File: src/rtl/vdpe_pkg.sv
// Package: shared types, sizes and codes of the varying-delay packet emulator.
package vdpe_pkg;

  // Sizes
  localparam int unsigned QUEUE_DEPTH  = 16;
  localparam int unsigned MAX_POINTS   = 4;
  localparam int unsigned NUM_POINTS   = 4;
  localparam int unsigned RESULT_LIMIT = 16;

  localparam int unsigned PTR_W    = $clog2(QUEUE_DEPTH);
  localparam int unsigned CNT_W    = $clog2(QUEUE_DEPTH + 1);
  localparam int unsigned NRES_W   = $clog2(RESULT_LIMIT + 1);
  localparam int unsigned SEG_W    = $clog2(NUM_POINTS);
  localparam int unsigned PC_W     = 3;
  localparam int unsigned RES_W    = 8;
  localparam int unsigned DELAY_W  = 16;
  localparam int unsigned TIME_W   = 32;
  localparam int unsigned HANDLE_W = 16;
  localparam int unsigned CFG_W    = 16;
  localparam int unsigned CFG_IDX_W = 3;

  // Serial divider: dividend holds (16 x 8 bit product) plus rounding term
  localparam int unsigned DVD_W     = DELAY_W + RES_W + 1;
  localparam int unsigned DIV_CNT_W = $clog2(DVD_W);

  localparam logic [15:0] STEP_TICKS_RESET = 16'd1000;

  // Register indexes
  typedef enum logic [CFG_IDX_W-1:0] {
    CFG_POINT_COUNT = 3'd0,
    CFG_RESOLUTION  = 3'd1,
    CFG_STEP_TICKS  = 3'd2,
    CFG_POINT_0     = 3'd3,
    CFG_POINT_1     = 3'd4,
    CFG_POINT_2     = 3'd5,
    CFG_POINT_3     = 3'd6
  } cfg_idx_e;

  typedef enum logic {
    FUNC_TICK   = 1'b0,
    FUNC_ARRIVE = 1'b1
  } func_e;

  typedef enum logic {
    KIND_RELEASE = 1'b0,
    KIND_DROP    = 1'b1
  } kind_e;

  // Channel payloads
  typedef struct packed {
    func_e                func;
    logic [HANDLE_W-1:0]  packet_handle;
  } in_item_t;

  typedef struct packed {
    kind_e                kind;
    logic [HANDLE_W-1:0]  out_handle;
    logic                 last;
  } res_item_t;

  // Queue entry
  typedef struct packed {
    logic [HANDLE_W-1:0] handle;
    logic [TIME_W-1:0]   arrival;
  } fifo_entry_t;

  // Configuration register set
  typedef struct packed {
    logic [PC_W-1:0]                   point_count;
    logic [RES_W-1:0]                  resolution;
    logic [15:0]                       step_ticks;
    logic [NUM_POINTS-1:0][DELAY_W-1:0] points;
  } cfg_t;

  // Requests from the controller to the profile unit
  typedef struct packed {
    logic advance;
    logic recompute;
  } prof_ctrl_t;

  typedef enum logic [1:0] {
    PR_IDLE,
    PR_CLAMP,
    PR_MUL,
    PR_DIV
  } prof_state_e;

  typedef enum logic [2:0] {
    ST_IDLE,
    ST_PROF_WAIT,
    ST_CHECK,
    ST_EVAL,
    ST_DUE,
    ST_FINISH
  } ctl_state_e;

endpackage

File: src/rtl/vdpe_ram.sv
// Packet queue store: one write port, one registered read port.
module vdpe_ram (
  input  logic                      clk_i,
  input  logic                      we_i,
  input  logic [vdpe_pkg::PTR_W-1:0] waddr_i,
  input  vdpe_pkg::fifo_entry_t     wdata_i,
  input  logic                      re_i,
  input  logic [vdpe_pkg::PTR_W-1:0] raddr_i,
  output vdpe_pkg::fifo_entry_t     rdata_o
);
  import vdpe_pkg::*;

  fifo_entry_t mem_q [QUEUE_DEPTH];
  fifo_entry_t rdata_q;

  // Write entry
  always_ff @(posedge clk_i) begin
    if (we_i) begin
      mem_q[waddr_i] <= wdata_i;
    end
  end

  // Read entry, hold data between reads
  always_ff @(posedge clk_i) begin
    if (re_i) begin
      rdata_q <= mem_q[raddr_i];
    end
  end

  assign rdata_o = rdata_q;

endmodule

File: src/rtl/vdpe_div.sv
// Restoring serial divider, one quotient bit per cycle.
module vdpe_div (
  input  logic                       clk_i,
  input  logic                       rst_ni,
  input  logic                       start_i,
  input  logic [vdpe_pkg::DVD_W-1:0] dividend_i,
  input  logic [vdpe_pkg::RES_W-1:0] divisor_i,
  output logic                       done_o,
  output logic [vdpe_pkg::DVD_W-1:0] quotient_o
);
  import vdpe_pkg::*;

  logic                 active_q, active_d;
  logic                 done_q, done_d;
  logic [DIV_CNT_W-1:0] cnt_q, cnt_d;
  logic [DVD_W-1:0]     dvd_q, dvd_d;
  logic [RES_W-1:0]     rem_q, rem_d;
  logic [RES_W-1:0]     dsr_q, dsr_d;
  logic [RES_W:0]       trial;
  logic [RES_W:0]       diff;
  logic                 ge;

  // Shift in the next dividend bit and try a subtract
  always_comb begin
    trial    = {rem_q, dvd_q[DVD_W-1]};
    ge       = trial >= {1'b0, dsr_q};
    diff     = trial - {1'b0, dsr_q};
    active_d = active_q;
    done_d   = 1'b0;
    cnt_d    = cnt_q;
    dvd_d    = dvd_q;
    rem_d    = rem_q;
    dsr_d    = dsr_q;
    if (start_i) begin
      active_d = 1'b1;
      cnt_d    = '0;
      dvd_d    = dividend_i;
      rem_d    = '0;
      dsr_d    = divisor_i;
    end else if (active_q) begin
      rem_d = ge ? diff[RES_W-1:0] : trial[RES_W-1:0];
      dvd_d = {dvd_q[DVD_W-2:0], ge};
      cnt_d = cnt_q + 1'b1;
      if (cnt_q == DIV_CNT_W'(DVD_W - 1)) begin
        active_d = 1'b0;
        done_d   = 1'b1;
      end
    end
  end

  // Control state
  always_ff @(posedge clk_i or negedge rst_ni) begin
    if (!rst_ni) begin
      active_q <= 1'b0;
      done_q   <= 1'b0;
      cnt_q    <= '0;
    end else begin
      active_q <= active_d;
      done_q   <= done_d;
      cnt_q    <= cnt_d;
    end
  end

  // Datapath
  always_ff @(posedge clk_i) begin
    dvd_q <= dvd_d;
    rem_q <= rem_d;
    dsr_q <= dsr_d;
  end

  assign done_o     = done_q;
  assign quotient_o = dvd_q;

endmodule

File: src/rtl/vdpe_profile.sv
// Delay profile position and interpolated current delay.
module vdpe_profile (
  input  logic                         clk_i,
  input  logic                         rst_ni,
  input  vdpe_pkg::cfg_t               cfg_i,
  input  vdpe_pkg::prof_ctrl_t         ctrl_i,
  output logic                         busy_o,
  output logic [vdpe_pkg::DELAY_W-1:0] delay_o
);
  import vdpe_pkg::*;

  prof_state_e          state_q, state_d;
  logic [SEG_W-1:0]     seg_q, seg_d;
  logic [RES_W-1:0]     sub_q, sub_d;
  logic [DELAY_W-1:0]   delay_q, delay_d;
  logic [DELAY_W-1:0]   base_q, base_d;
  logic                 up_q, up_d;

  logic [PC_W-1:0]      pc_eff;
  logic [RES_W-1:0]     res_eff;
  logic [RES_W:0]       sub_inc;
  logic [PC_W-1:0]      seg_inc;
  logic [SEG_W-1:0]     seg_nxt;
  logic [DELAY_W-1:0]   pa, pb, mag;
  logic [DELAY_W+RES_W-1:0] prod;
  logic [DVD_W-1:0]     dividend;
  logic                 div_start, div_done;
  logic [DVD_W-1:0]     quotient;

  vdpe_div u_div (
    .clk_i      (clk_i),
    .rst_ni     (rst_ni),
    .start_i    (div_start),
    .dividend_i (dividend),
    .divisor_i  (res_eff),
    .done_o     (div_done),
    .quotient_o (quotient)
  );

  // Effective register values
  always_comb begin
    if (cfg_i.point_count == '0) begin
      pc_eff = PC_W'(1);
    end else if (cfg_i.point_count > PC_W'(MAX_POINTS)) begin
      pc_eff = PC_W'(MAX_POINTS);
    end else begin
      pc_eff = cfg_i.point_count;
    end
    res_eff = (cfg_i.resolution == '0) ? RES_W'(1) : cfg_i.resolution;
  end

  // Segment operands: endpoints, span and scaled numerator
  always_comb begin
    seg_inc  = PC_W'(seg_q) + PC_W'(1);
    seg_nxt  = (seg_inc >= pc_eff) ? '0 : seg_inc[SEG_W-1:0];
    pa       = cfg_i.points[seg_q];
    pb       = cfg_i.points[seg_nxt];
    up_d     = pb >= pa;
    mag      = up_d ? (pb - pa) : (pa - pb);
    prod     = mag * sub_q;
    dividend = up_d ? DVD_W'(prod)
                    : DVD_W'(prod) + DVD_W'(res_eff) - DVD_W'(1);
    sub_inc  = {1'b0, sub_q} + 1'b1;
  end

  // Sequence: step (on advance only), clamp, multiply, divide
  always_comb begin
    state_d   = state_q;
    seg_d     = seg_q;
    sub_d     = sub_q;
    delay_d   = delay_q;
    base_d    = base_q;
    div_start = 1'b0;
    if (ctrl_i.advance) begin
      if (sub_inc >= {1'b0, res_eff}) begin
        sub_d = '0;
        seg_d = (seg_inc >= pc_eff) ? '0 : seg_inc[SEG_W-1:0];
      end else begin
        sub_d = sub_inc[RES_W-1:0];
      end
      state_d = PR_CLAMP;
    end else if (ctrl_i.recompute) begin
      state_d = PR_CLAMP;
    end else begin
      case (state_q)
        PR_IDLE: ;
        PR_CLAMP: begin
          if (PC_W'(seg_q) >= pc_eff) begin
            seg_d = '0;
          end
          if (sub_q >= res_eff) begin
            sub_d = '0;
          end
          state_d = PR_MUL;
        end
        PR_MUL: begin
          base_d    = pa;
          div_start = 1'b1;
          state_d   = PR_DIV;
        end
        PR_DIV: begin
          if (div_done) begin
            delay_d = up_q ? (base_q + quotient[DELAY_W-1:0])
                           : (base_q - quotient[DELAY_W-1:0]);
            state_d = PR_IDLE;
          end
        end
        default: state_d = PR_IDLE;
      endcase
    end
  end

  always_ff @(posedge clk_i or negedge rst_ni) begin
    if (!rst_ni) begin
      state_q <= PR_IDLE;
      seg_q   <= '0;
      sub_q   <= '0;
      delay_q <= '0;
    end else begin
      state_q <= state_d;
      seg_q   <= seg_d;
      sub_q   <= sub_d;
      delay_q <= delay_d;
    end
  end

  // Hold segment base and direction for the divide
  always_ff @(posedge clk_i) begin
    base_q <= base_d;
    if (state_q == PR_MUL) begin
      up_q <= up_d;
    end
  end

  assign busy_o  = state_q != PR_IDLE;
  assign delay_o = delay_q;

endmodule

File: src/rtl/varying_delay_packet_emulator.sv
// Top level: varying-delay packet emulator with queue store and release control.
//
//  channel   signals                           handshake
//  --------  --------------------------------  ------------------------------
//  item in   start_i, busy_o, item_i           taken when start_i && !busy_o
//  result    res_valid_o, res_o                one cycle per result, no stall
//  config    cfg_we_i, cfg_idx_i, cfg_data_i   written when cfg_we_i is high
//
// A tick or arrival keeps busy_o high while the queue head is checked and each
// due packet is released. A tick that advances the profile also waits for the
// 25-step serial divider in the profile unit; a register write to a valid index
// keeps busy_o high while the delay is recomputed. The last result of an item
// shows in the first cycle after busy_o falls. Reset clears all control state;
// the queue store is not cleared. Results cannot be stalled.
module varying_delay_packet_emulator (
  input  logic                           clk_i,
  input  logic                           rst_ni,
  input  logic                           start_i,
  output logic                           busy_o,
  input  vdpe_pkg::in_item_t             item_i,
  output logic                           res_valid_o,
  output vdpe_pkg::res_item_t            res_o,
  input  logic                           cfg_we_i,
  input  logic [vdpe_pkg::CFG_IDX_W-1:0] cfg_idx_i,
  input  logic [vdpe_pkg::CFG_W-1:0]     cfg_data_i
);
  import vdpe_pkg::*;

  ctl_state_e          state_q, state_d;
  cfg_t                cfg_q, cfg_d;
  logic [TIME_W-1:0]   now_q, now_d;
  logic [15:0]         tis_q, tis_d;
  logic [PTR_W-1:0]    rd_ptr_q, rd_ptr_d;
  logic [PTR_W-1:0]    wr_ptr_q, wr_ptr_d;
  logic [CNT_W-1:0]    count_q, count_d;
  logic [NRES_W-1:0]   nres_q, nres_d;
  logic                head_act_q, head_act_d;
  logic [TIME_W-1:0]   hrt_q, hrt_d;
  logic                pend_vld_q, pend_vld_d;
  res_item_t           pend_q, pend_d;
  logic                res_vld_q, res_vld_d;
  res_item_t           res_q, res_d;

  prof_ctrl_t          prof_ctrl;
  logic                prof_advance;
  logic                prof_recompute;
  logic                prof_busy;
  logic [DELAY_W-1:0]  cur_delay;
  logic                accept;
  logic                mem_we, mem_re;
  fifo_entry_t         mem_wdata, mem_rdata;
  logic [15:0]         st_eff;
  logic [15:0]         tis_inc;
  logic [TIME_W-1:0]   target, tdiff, hdiff;
  logic                new_res;
  res_item_t           new_item;

  function automatic logic [PTR_W-1:0] ptr_next(input logic [PTR_W-1:0] p);
    return (p == PTR_W'(QUEUE_DEPTH - 1)) ? '0 : p + 1'b1;
  endfunction

  vdpe_ram u_ram (
    .clk_i   (clk_i),
    .we_i    (mem_we),
    .waddr_i (wr_ptr_q),
    .wdata_i (mem_wdata),
    .re_i    (mem_re),
    .raddr_i (rd_ptr_q),
    .rdata_o (mem_rdata)
  );

  vdpe_profile u_profile (
    .clk_i   (clk_i),
    .rst_ni  (rst_ni),
    .cfg_i   (cfg_q),
    .ctrl_i  (prof_ctrl),
    .busy_o  (prof_busy),
    .delay_o (cur_delay)
  );

  assign busy_o    = (state_q != ST_IDLE) || prof_busy;
  assign accept    = start_i && !busy_o;
  assign prof_ctrl = '{advance: prof_advance, recompute: prof_recompute};

  // Register writes; a valid index triggers a delay recompute
  always_comb begin
    cfg_d          = cfg_q;
    prof_recompute = 1'b0;
    if (cfg_we_i) begin
      prof_recompute = 1'b1;
      case (cfg_idx_i)
        CFG_POINT_COUNT: cfg_d.point_count = cfg_data_i[PC_W-1:0];
        CFG_RESOLUTION:  cfg_d.resolution  = cfg_data_i[RES_W-1:0];
        CFG_STEP_TICKS:  cfg_d.step_ticks  = cfg_data_i;
        CFG_POINT_0:     cfg_d.points[0]   = cfg_data_i;
        CFG_POINT_1:     cfg_d.points[1]   = cfg_data_i;
        CFG_POINT_2:     cfg_d.points[2]   = cfg_data_i;
        CFG_POINT_3:     cfg_d.points[3]   = cfg_data_i;
        default:         prof_recompute    = 1'b0;
      endcase
    end
  end

  // Release-time arithmetic
  always_comb begin
    st_eff  = (cfg_q.step_ticks == '0) ? 16'd1 : cfg_q.step_ticks;
    tis_inc = tis_q + 16'd1;
    target  = mem_rdata.arrival + TIME_W'(cur_delay);
    tdiff   = target - now_q;
    hdiff   = hrt_q - now_q;
  end

  // Item control: accept, queue, release due heads
  always_comb begin
    state_d           = state_q;
    now_d             = now_q;
    tis_d             = tis_q;
    rd_ptr_d          = rd_ptr_q;
    wr_ptr_d          = wr_ptr_q;
    count_d           = count_q;
    nres_d            = nres_q;
    head_act_d        = head_act_q;
    hrt_d             = hrt_q;
    pend_vld_d        = pend_vld_q;
    pend_d            = pend_q;
    res_vld_d         = 1'b0;
    res_d             = res_q;
    prof_advance      = 1'b0;
    mem_we            = 1'b0;
    mem_re            = 1'b0;
    mem_wdata.handle  = item_i.packet_handle;
    mem_wdata.arrival = now_q;
    new_res           = 1'b0;
    new_item.kind     = KIND_RELEASE;
    new_item.out_handle = mem_rdata.handle;
    new_item.last     = 1'b0;

    case (state_q)
      ST_IDLE: begin
        if (accept) begin
          nres_d = '0;
          if (item_i.func == FUNC_TICK) begin
            now_d = now_q + 1'b1;
            if (tis_inc >= st_eff) begin
              tis_d        = '0;
              prof_advance = 1'b1;
              state_d      = ST_PROF_WAIT;
            end else begin
              tis_d   = tis_inc;
              state_d = ST_CHECK;
            end
          end else begin
            if (count_q == CNT_W'(QUEUE_DEPTH)) begin
              new_res             = 1'b1;
              new_item.kind       = KIND_DROP;
              new_item.out_handle = item_i.packet_handle;
              nres_d              = NRES_W'(1);
            end else begin
              mem_we   = 1'b1;
              wr_ptr_d = ptr_next(wr_ptr_q);
              count_d  = count_q + 1'b1;
            end
            state_d = ST_CHECK;
          end
        end
      end
      ST_PROF_WAIT: begin
        if (!prof_busy) begin
          state_d = ST_CHECK;
        end
      end
      ST_CHECK: begin
        if (count_q == '0 || nres_q == NRES_W'(RESULT_LIMIT)) begin
          state_d = ST_FINISH;
        end else begin
          mem_re  = 1'b1;
          state_d = ST_EVAL;
        end
      end
      ST_EVAL: begin
        if (!head_act_q) begin
          head_act_d = 1'b1;
          hrt_d      = tdiff[TIME_W-1] ? now_q : target;
        end
        state_d = ST_DUE;
      end
      ST_DUE: begin
        if (hdiff == '0 || hdiff[TIME_W-1]) begin
          new_res    = 1'b1;
          nres_d     = nres_q + 1'b1;
          rd_ptr_d   = ptr_next(rd_ptr_q);
          count_d    = count_q - 1'b1;
          head_act_d = 1'b0;
          state_d    = ST_CHECK;
        end else begin
          state_d = ST_FINISH;
        end
      end
      ST_FINISH: begin
        if (pend_vld_q) begin
          res_vld_d  = 1'b1;
          res_d      = pend_q;
          res_d.last = 1'b1;
          pend_vld_d = 1'b0;
        end
        state_d = ST_IDLE;
      end
      default: state_d = ST_IDLE;
    endcase

    // Hold each result until the next one shows whether it is the last
    if (new_res) begin
      if (pend_vld_q) begin
        res_vld_d = 1'b1;
        res_d     = pend_q;
      end
      pend_vld_d = 1'b1;
      pend_d     = new_item;
    end
  end

  // Control state
  always_ff @(posedge clk_i or negedge rst_ni) begin
    if (!rst_ni) begin
      state_q              <= ST_IDLE;
      cfg_q.point_count    <= PC_W'(1);
      cfg_q.resolution     <= RES_W'(1);
      cfg_q.step_ticks     <= STEP_TICKS_RESET;
      cfg_q.points         <= '0;
      now_q                <= '0;
      tis_q                <= '0;
      rd_ptr_q             <= '0;
      wr_ptr_q             <= '0;
      count_q              <= '0;
      nres_q               <= '0;
      head_act_q           <= 1'b0;
      hrt_q                <= '0;
      pend_vld_q           <= 1'b0;
      res_vld_q            <= 1'b0;
    end else begin
      state_q              <= state_d;
      cfg_q                <= cfg_d;
      now_q                <= now_d;
      tis_q                <= tis_d;
      rd_ptr_q             <= rd_ptr_d;
      wr_ptr_q             <= wr_ptr_d;
      count_q              <= count_d;
      nres_q               <= nres_d;
      head_act_q           <= head_act_d;
      hrt_q                <= hrt_d;
      pend_vld_q           <= pend_vld_d;
      res_vld_q            <= res_vld_d;
    end
  end

  // Result payload
  always_ff @(posedge clk_i) begin
    pend_q <= pend_d;
    res_q  <= res_d;
  end

  assign res_valid_o = res_vld_q;
  assign res_o       = res_q;

endmodule

File: config.mk
export PLATFORM = sky130hd
export DESIGN_NAME = varying_delay_packet_emulator
export DESIGN_NICKNAME = d
export VERILOG_FILES = /design/src/rtl/vdpe_pkg.sv /design/src/rtl/vdpe_ram.sv /design/src/rtl/vdpe_div.sv /design/src/rtl/vdpe_profile.sv /design/src/rtl/varying_delay_packet_emulator.sv
export SDC_FILE = /design/constraint.sdc
export NUM_CORES = 2
export LEC_CHECK = 0
export ABC_CLOCK_PERIOD_IN_PS = 16100
export BUFFER_PORTS_ARGS = -buffer_cell sky130_fd_sc_hd__clkbuf_2
export CAP_MARGIN = 25
export CORE_MARGIN = 2
export CORE_UTILIZATION = 34
export CTS_CLUSTER_SIZE = 28
export DETAILED_ROUTE_END_ITERATION = 10
export SLEW_MARGIN = 20
export SYNTH_ARGS = -nofsm -noshare
export SYNTH_HDL_FRONTEND = slang
export SYNTH_SLANG_ARGS = --single-unit
File: constraint.sdc
create_clock -name clk_i -period 16.1 [get_ports clk_i]
set_input_delay 2.415 -clock clk_i [delete_from_list [all_inputs] [get_ports clk_i]]
set_output_delay 2.415 -clock clk_i [all_outputs]
set_load 0.05 [all_outputs]
==> results_dict.tcl <==
set metrics [dict create \
    status "complete, no violations" \
    async_flop_share_pct 20.19 \
    postRouteAntennaNets 0 \
    route.met3.wl_mm 7.720 \
    clock-sinks 1139 \
    avgSynthCellArea_um2 12.81 \
    start_kind "flip-flop" \
    drtIter0Drc 3113 \
    synthSimpleGateAreaFrac_pct 8.821 \
    cap_violations 0 \
    max_slew_margin_pct 27.72 \
    synthXorXnorAreaFrac_pct 2.670 \
    rsz0062_at_grt "no" \
    cts_resized 0 \
    ys_warn_count 0 \
    period_share_pct 85.65 \
    worstMarginPinSlew_ps 1084 \
    ir_drop_uv 153.0 \
    synth.area.top_cells "edfxtp_1 (46%), dfrtp_1 (9.4%), ha_1 (5.5%), mux4_2 (4.3%), mux2i_1 (3.9%)" \
    grt_use_total_pct 16.74 \
    synth_area_leader_cell "edfxtp_1" \
    hold_class "reg -> reg" \
    fin_tns_setup_ps 0 \
    synthesis.area_mm2 0.05932 \
    cts_inserted_buffers 108 \
    wl_met1_mm 67.79 \
    synth_seq_area_share_pct 55.60 \
    combPwrFrac_pct 42.7 \
    synthAdderAreaFrac_pct 8.568 \
    io_buffers 59 \
    yosysMostFrequentCell "edfxtp_1" \
    swShare_pct 38.40 \
    cp_slowest_cell "ha_1" \
    clockBufferDepth 3 \
    cp.arrival_ps 14380 \
    leakagePower_nw 24.56 \
    drive_gt1_share_pct 13.12 \
    setup_viol 0 \
    final_util_pct 37.92 \
    fin_skew_ps 34.37 \
    num_vias 37030 \
    cts-root-buf "clkbuf_16" \
    rows 153 \
    ys_ff_latch 1139 \
    cp.required_ps 16690 \
    dpl.hpwl_mm 96.19 \
    fp.coreArea_mm2 0.1736 \
    vias_per_cell 5.244 \
    die_w_um 421.7 \
    grt_max_degree 134 \
    maxSlewViolCount 0 \
    pin_count 60 \
    h-tree-depth 3 \
    muxShareOfSynthArea_pct 10.98 \
    synth.distinct_cells 102 \
    max_stage_delay_ps 1080 \
    area_growth_pct 10.99 \
    holdBufCountCts 0 \
    synth_top_family_by_area "multiplexers" \
    p_switching_mw 4.226 \
    antenna_found_initial 2 \
    synth.net_count 5021 \
    synth-compound-area-share_pct 10.06 \
    crit_fanout 46 \
    crit_top_cell "inv_1" \
    clk_latency_ps 740 \
    die_height_um 421.7 \
    drt-total-wl_mm 150.7 \
    synth_top_area_share_pct 45.61 \
    post_cts_buffers 0 \
    grt-ovfl-total 0 \
    power.internal_mw 6.780 \
    routed.top_layer "met4" \
    pwr_density_cell_mw_per_mm2 167.2 \
    drcViolationCount 0 \
    grt_first_pass_wirelength_mm 230.5 \
    endpoint_kind "flip-flop" \
    placed_area_mm2 0.06233 \
    dieArea_mm2 0.1778 \
    synth_edf_count 901 \
    hold_violations 0 \
    finalNetCount 5035 \
    grt_pass1_vias 37250 \
    wl_per_cell_um 21.35 \
    p_seq_share_pct 34.4 \
    dr.pass1.iters 5 \
    gp_congestion 0.8975 \
    initial_core_util_pct 34.16 \
    syn_inst 4630 \
    min_period_ps 13790 \
    clk_pin_slew_ps 60 \
    synth_common_cells "edfxtp_1 (901), nand2_1 (361), inv_1 (300), ha_1 (259), o21ai_0 (244)" \
    met2_length_mm 70.76 \
    synth-main-ff-cell "edfxtp_1" \
    fmax_ghz 0.07252 \
    pwr-share-clk_pct 22.9 \
    cts_tree "built" \
    fin_area_mm2 0.06584 \
    critical_path_class "reg -> reg" \
]
## registers in the layout, summed over array words and instances, names as in the netlist, 16 cells and up, named ones only
name                        count
u_profile.base_q               16
u_ram.rdata_o                  48
now_q                          32
hrt_q                          32
tis_q                          16
u_ram.mem_q                   768
pend_q                         17
u_profile.delay_o              16
u_profile.u_div.quotient_o     25
cfg_q                          91
## cell families after synthesis
group,after synthesis
compound gates,907
xor+xnor,180
fa+ha+maj,351
buf+inv,513
flops,1139
mux,491
simple gates,1049
## layout by cell type (no fill, tap or decap), types with 12 or more instances in the layout
cell and count:
nor2_1 173, nor4_1 14, xnor2_1 107, a31oi_2 17
a211oi_1 25, a21oi_1 204, a22oi_1 48, nand3_1 79
o31ai_1 12, clkinv_2 19, a31oi_1 22, clkinv_1 25
clkbuf_2 59, ha_1 259, nor3_1 50, nand2_1 360
clkbuf_1 22, and2_1 75, o21bai_1 21, buf_4 47
mux4_2 112, o211ai_1 42, nor2b_1 62, mux2i_1 234
o21ai_0 244, mux2_2 141, and3_1 33, o21a_1 29
inv_1 300, a221oi_1 56, edfxtp_1 901, xor2_1 72
nand4_1 27, fa_1 92, dfrtp_1 218, nand2b_1 57
or3_1 27, clkbuf_16 109, a21o_1 78
## metal layers
metal / up-vias / GRT usage, %
met3: 196 / 2.422
met1: 18740 / 23.13
met2: 867 / 27.04
met5: - / 0
li1: 17220 / -
met4: 0 / 5.538
## final cells by class
type | instances | area [µm²]
Multi-Input combinational cell | 2978 | 24530
Timing Repair Buffer | 114 | 780.7
Fill cell | 16470 | 107800
Clock inverter | 62 | 561.8
Antenna cell | 1 | 2.502
Clock buffer | 139 | 2920
Inverter | 303 | 1137
Sequential cell | 1139 | 32990
Tap cell | 2325 | 2909
## critical path: cells and delay by family, from the launching register on
kind,cells,cell delay [ps]
mux,3,640
compound gates,15,2830
flops,1,710
xor+xnor,2,780
simple gates,14,2940
buf+inv,7,890
fa+ha+maj,10,4850
## power groups by stage
stage               combinational [mW]  clock (mW)  sequential, mW
global route                      5.24        2.69            3.82
detailed placement                4.68           0            3.85
global placement                  4.60           0            3.84
CTS                               4.71        2.58            3.79
finish                            4.70        2.52            3.79
floorplan                         3.57           0            3.70
## final timing paths
path / startpoint / endpoint / slack (ps) / cells after the start
setup / recovery: u_profile.seg_q[1]$_DFFE_PN0P_ / u_profile.u_div.quotient_o[23]$_DFFE_PP_ / 2310 / 51
hold / removal: u_profile.u_div.rem_q[7]$_SDFFE_PP0P_ / u_profile.u_div.rem_q[7]$_SDFFE_PP0P_ / 470 / 2
setup reg to reg: u_profile.seg_q[1]$_DFFE_PN0P_ / u_profile.u_div.quotient_o[23]$_DFFE_PP_ / 2310 / 51
hold reg to reg: u_profile.u_div.rem_q[7]$_SDFFE_PP0P_ / u_profile.u_div.rem_q[7]$_SDFFE_PP0P_ / 470 / 2
max in group asynchronous: rst_ni / rd_ptr_q[0]$_DFFE_PN0P_ / 12990 / 2
min in group asynchronous: rst_ni / tis_q[1]$_DFFE_PN0P_ / 1730 / 1
## through the flow
stage / setup slack (ps) / hold WS, ps / power (mW) / cells
final: 2310 / 471.7 / 11.01 / 7061
after global routing: 1426 / 499.8 / 11.75 / 7061
after CTS: 2107 / 473.9 / 11.08 / 7058
after detailed placement: 2149 / 463.1 / 8.525 / 6857
after global placement: 2295 / 460.6 / 8.442 / 6854
after floorplan: 4457 / 445.8 / 7.268 / 4630
Power figures use the tool's default switching activity.
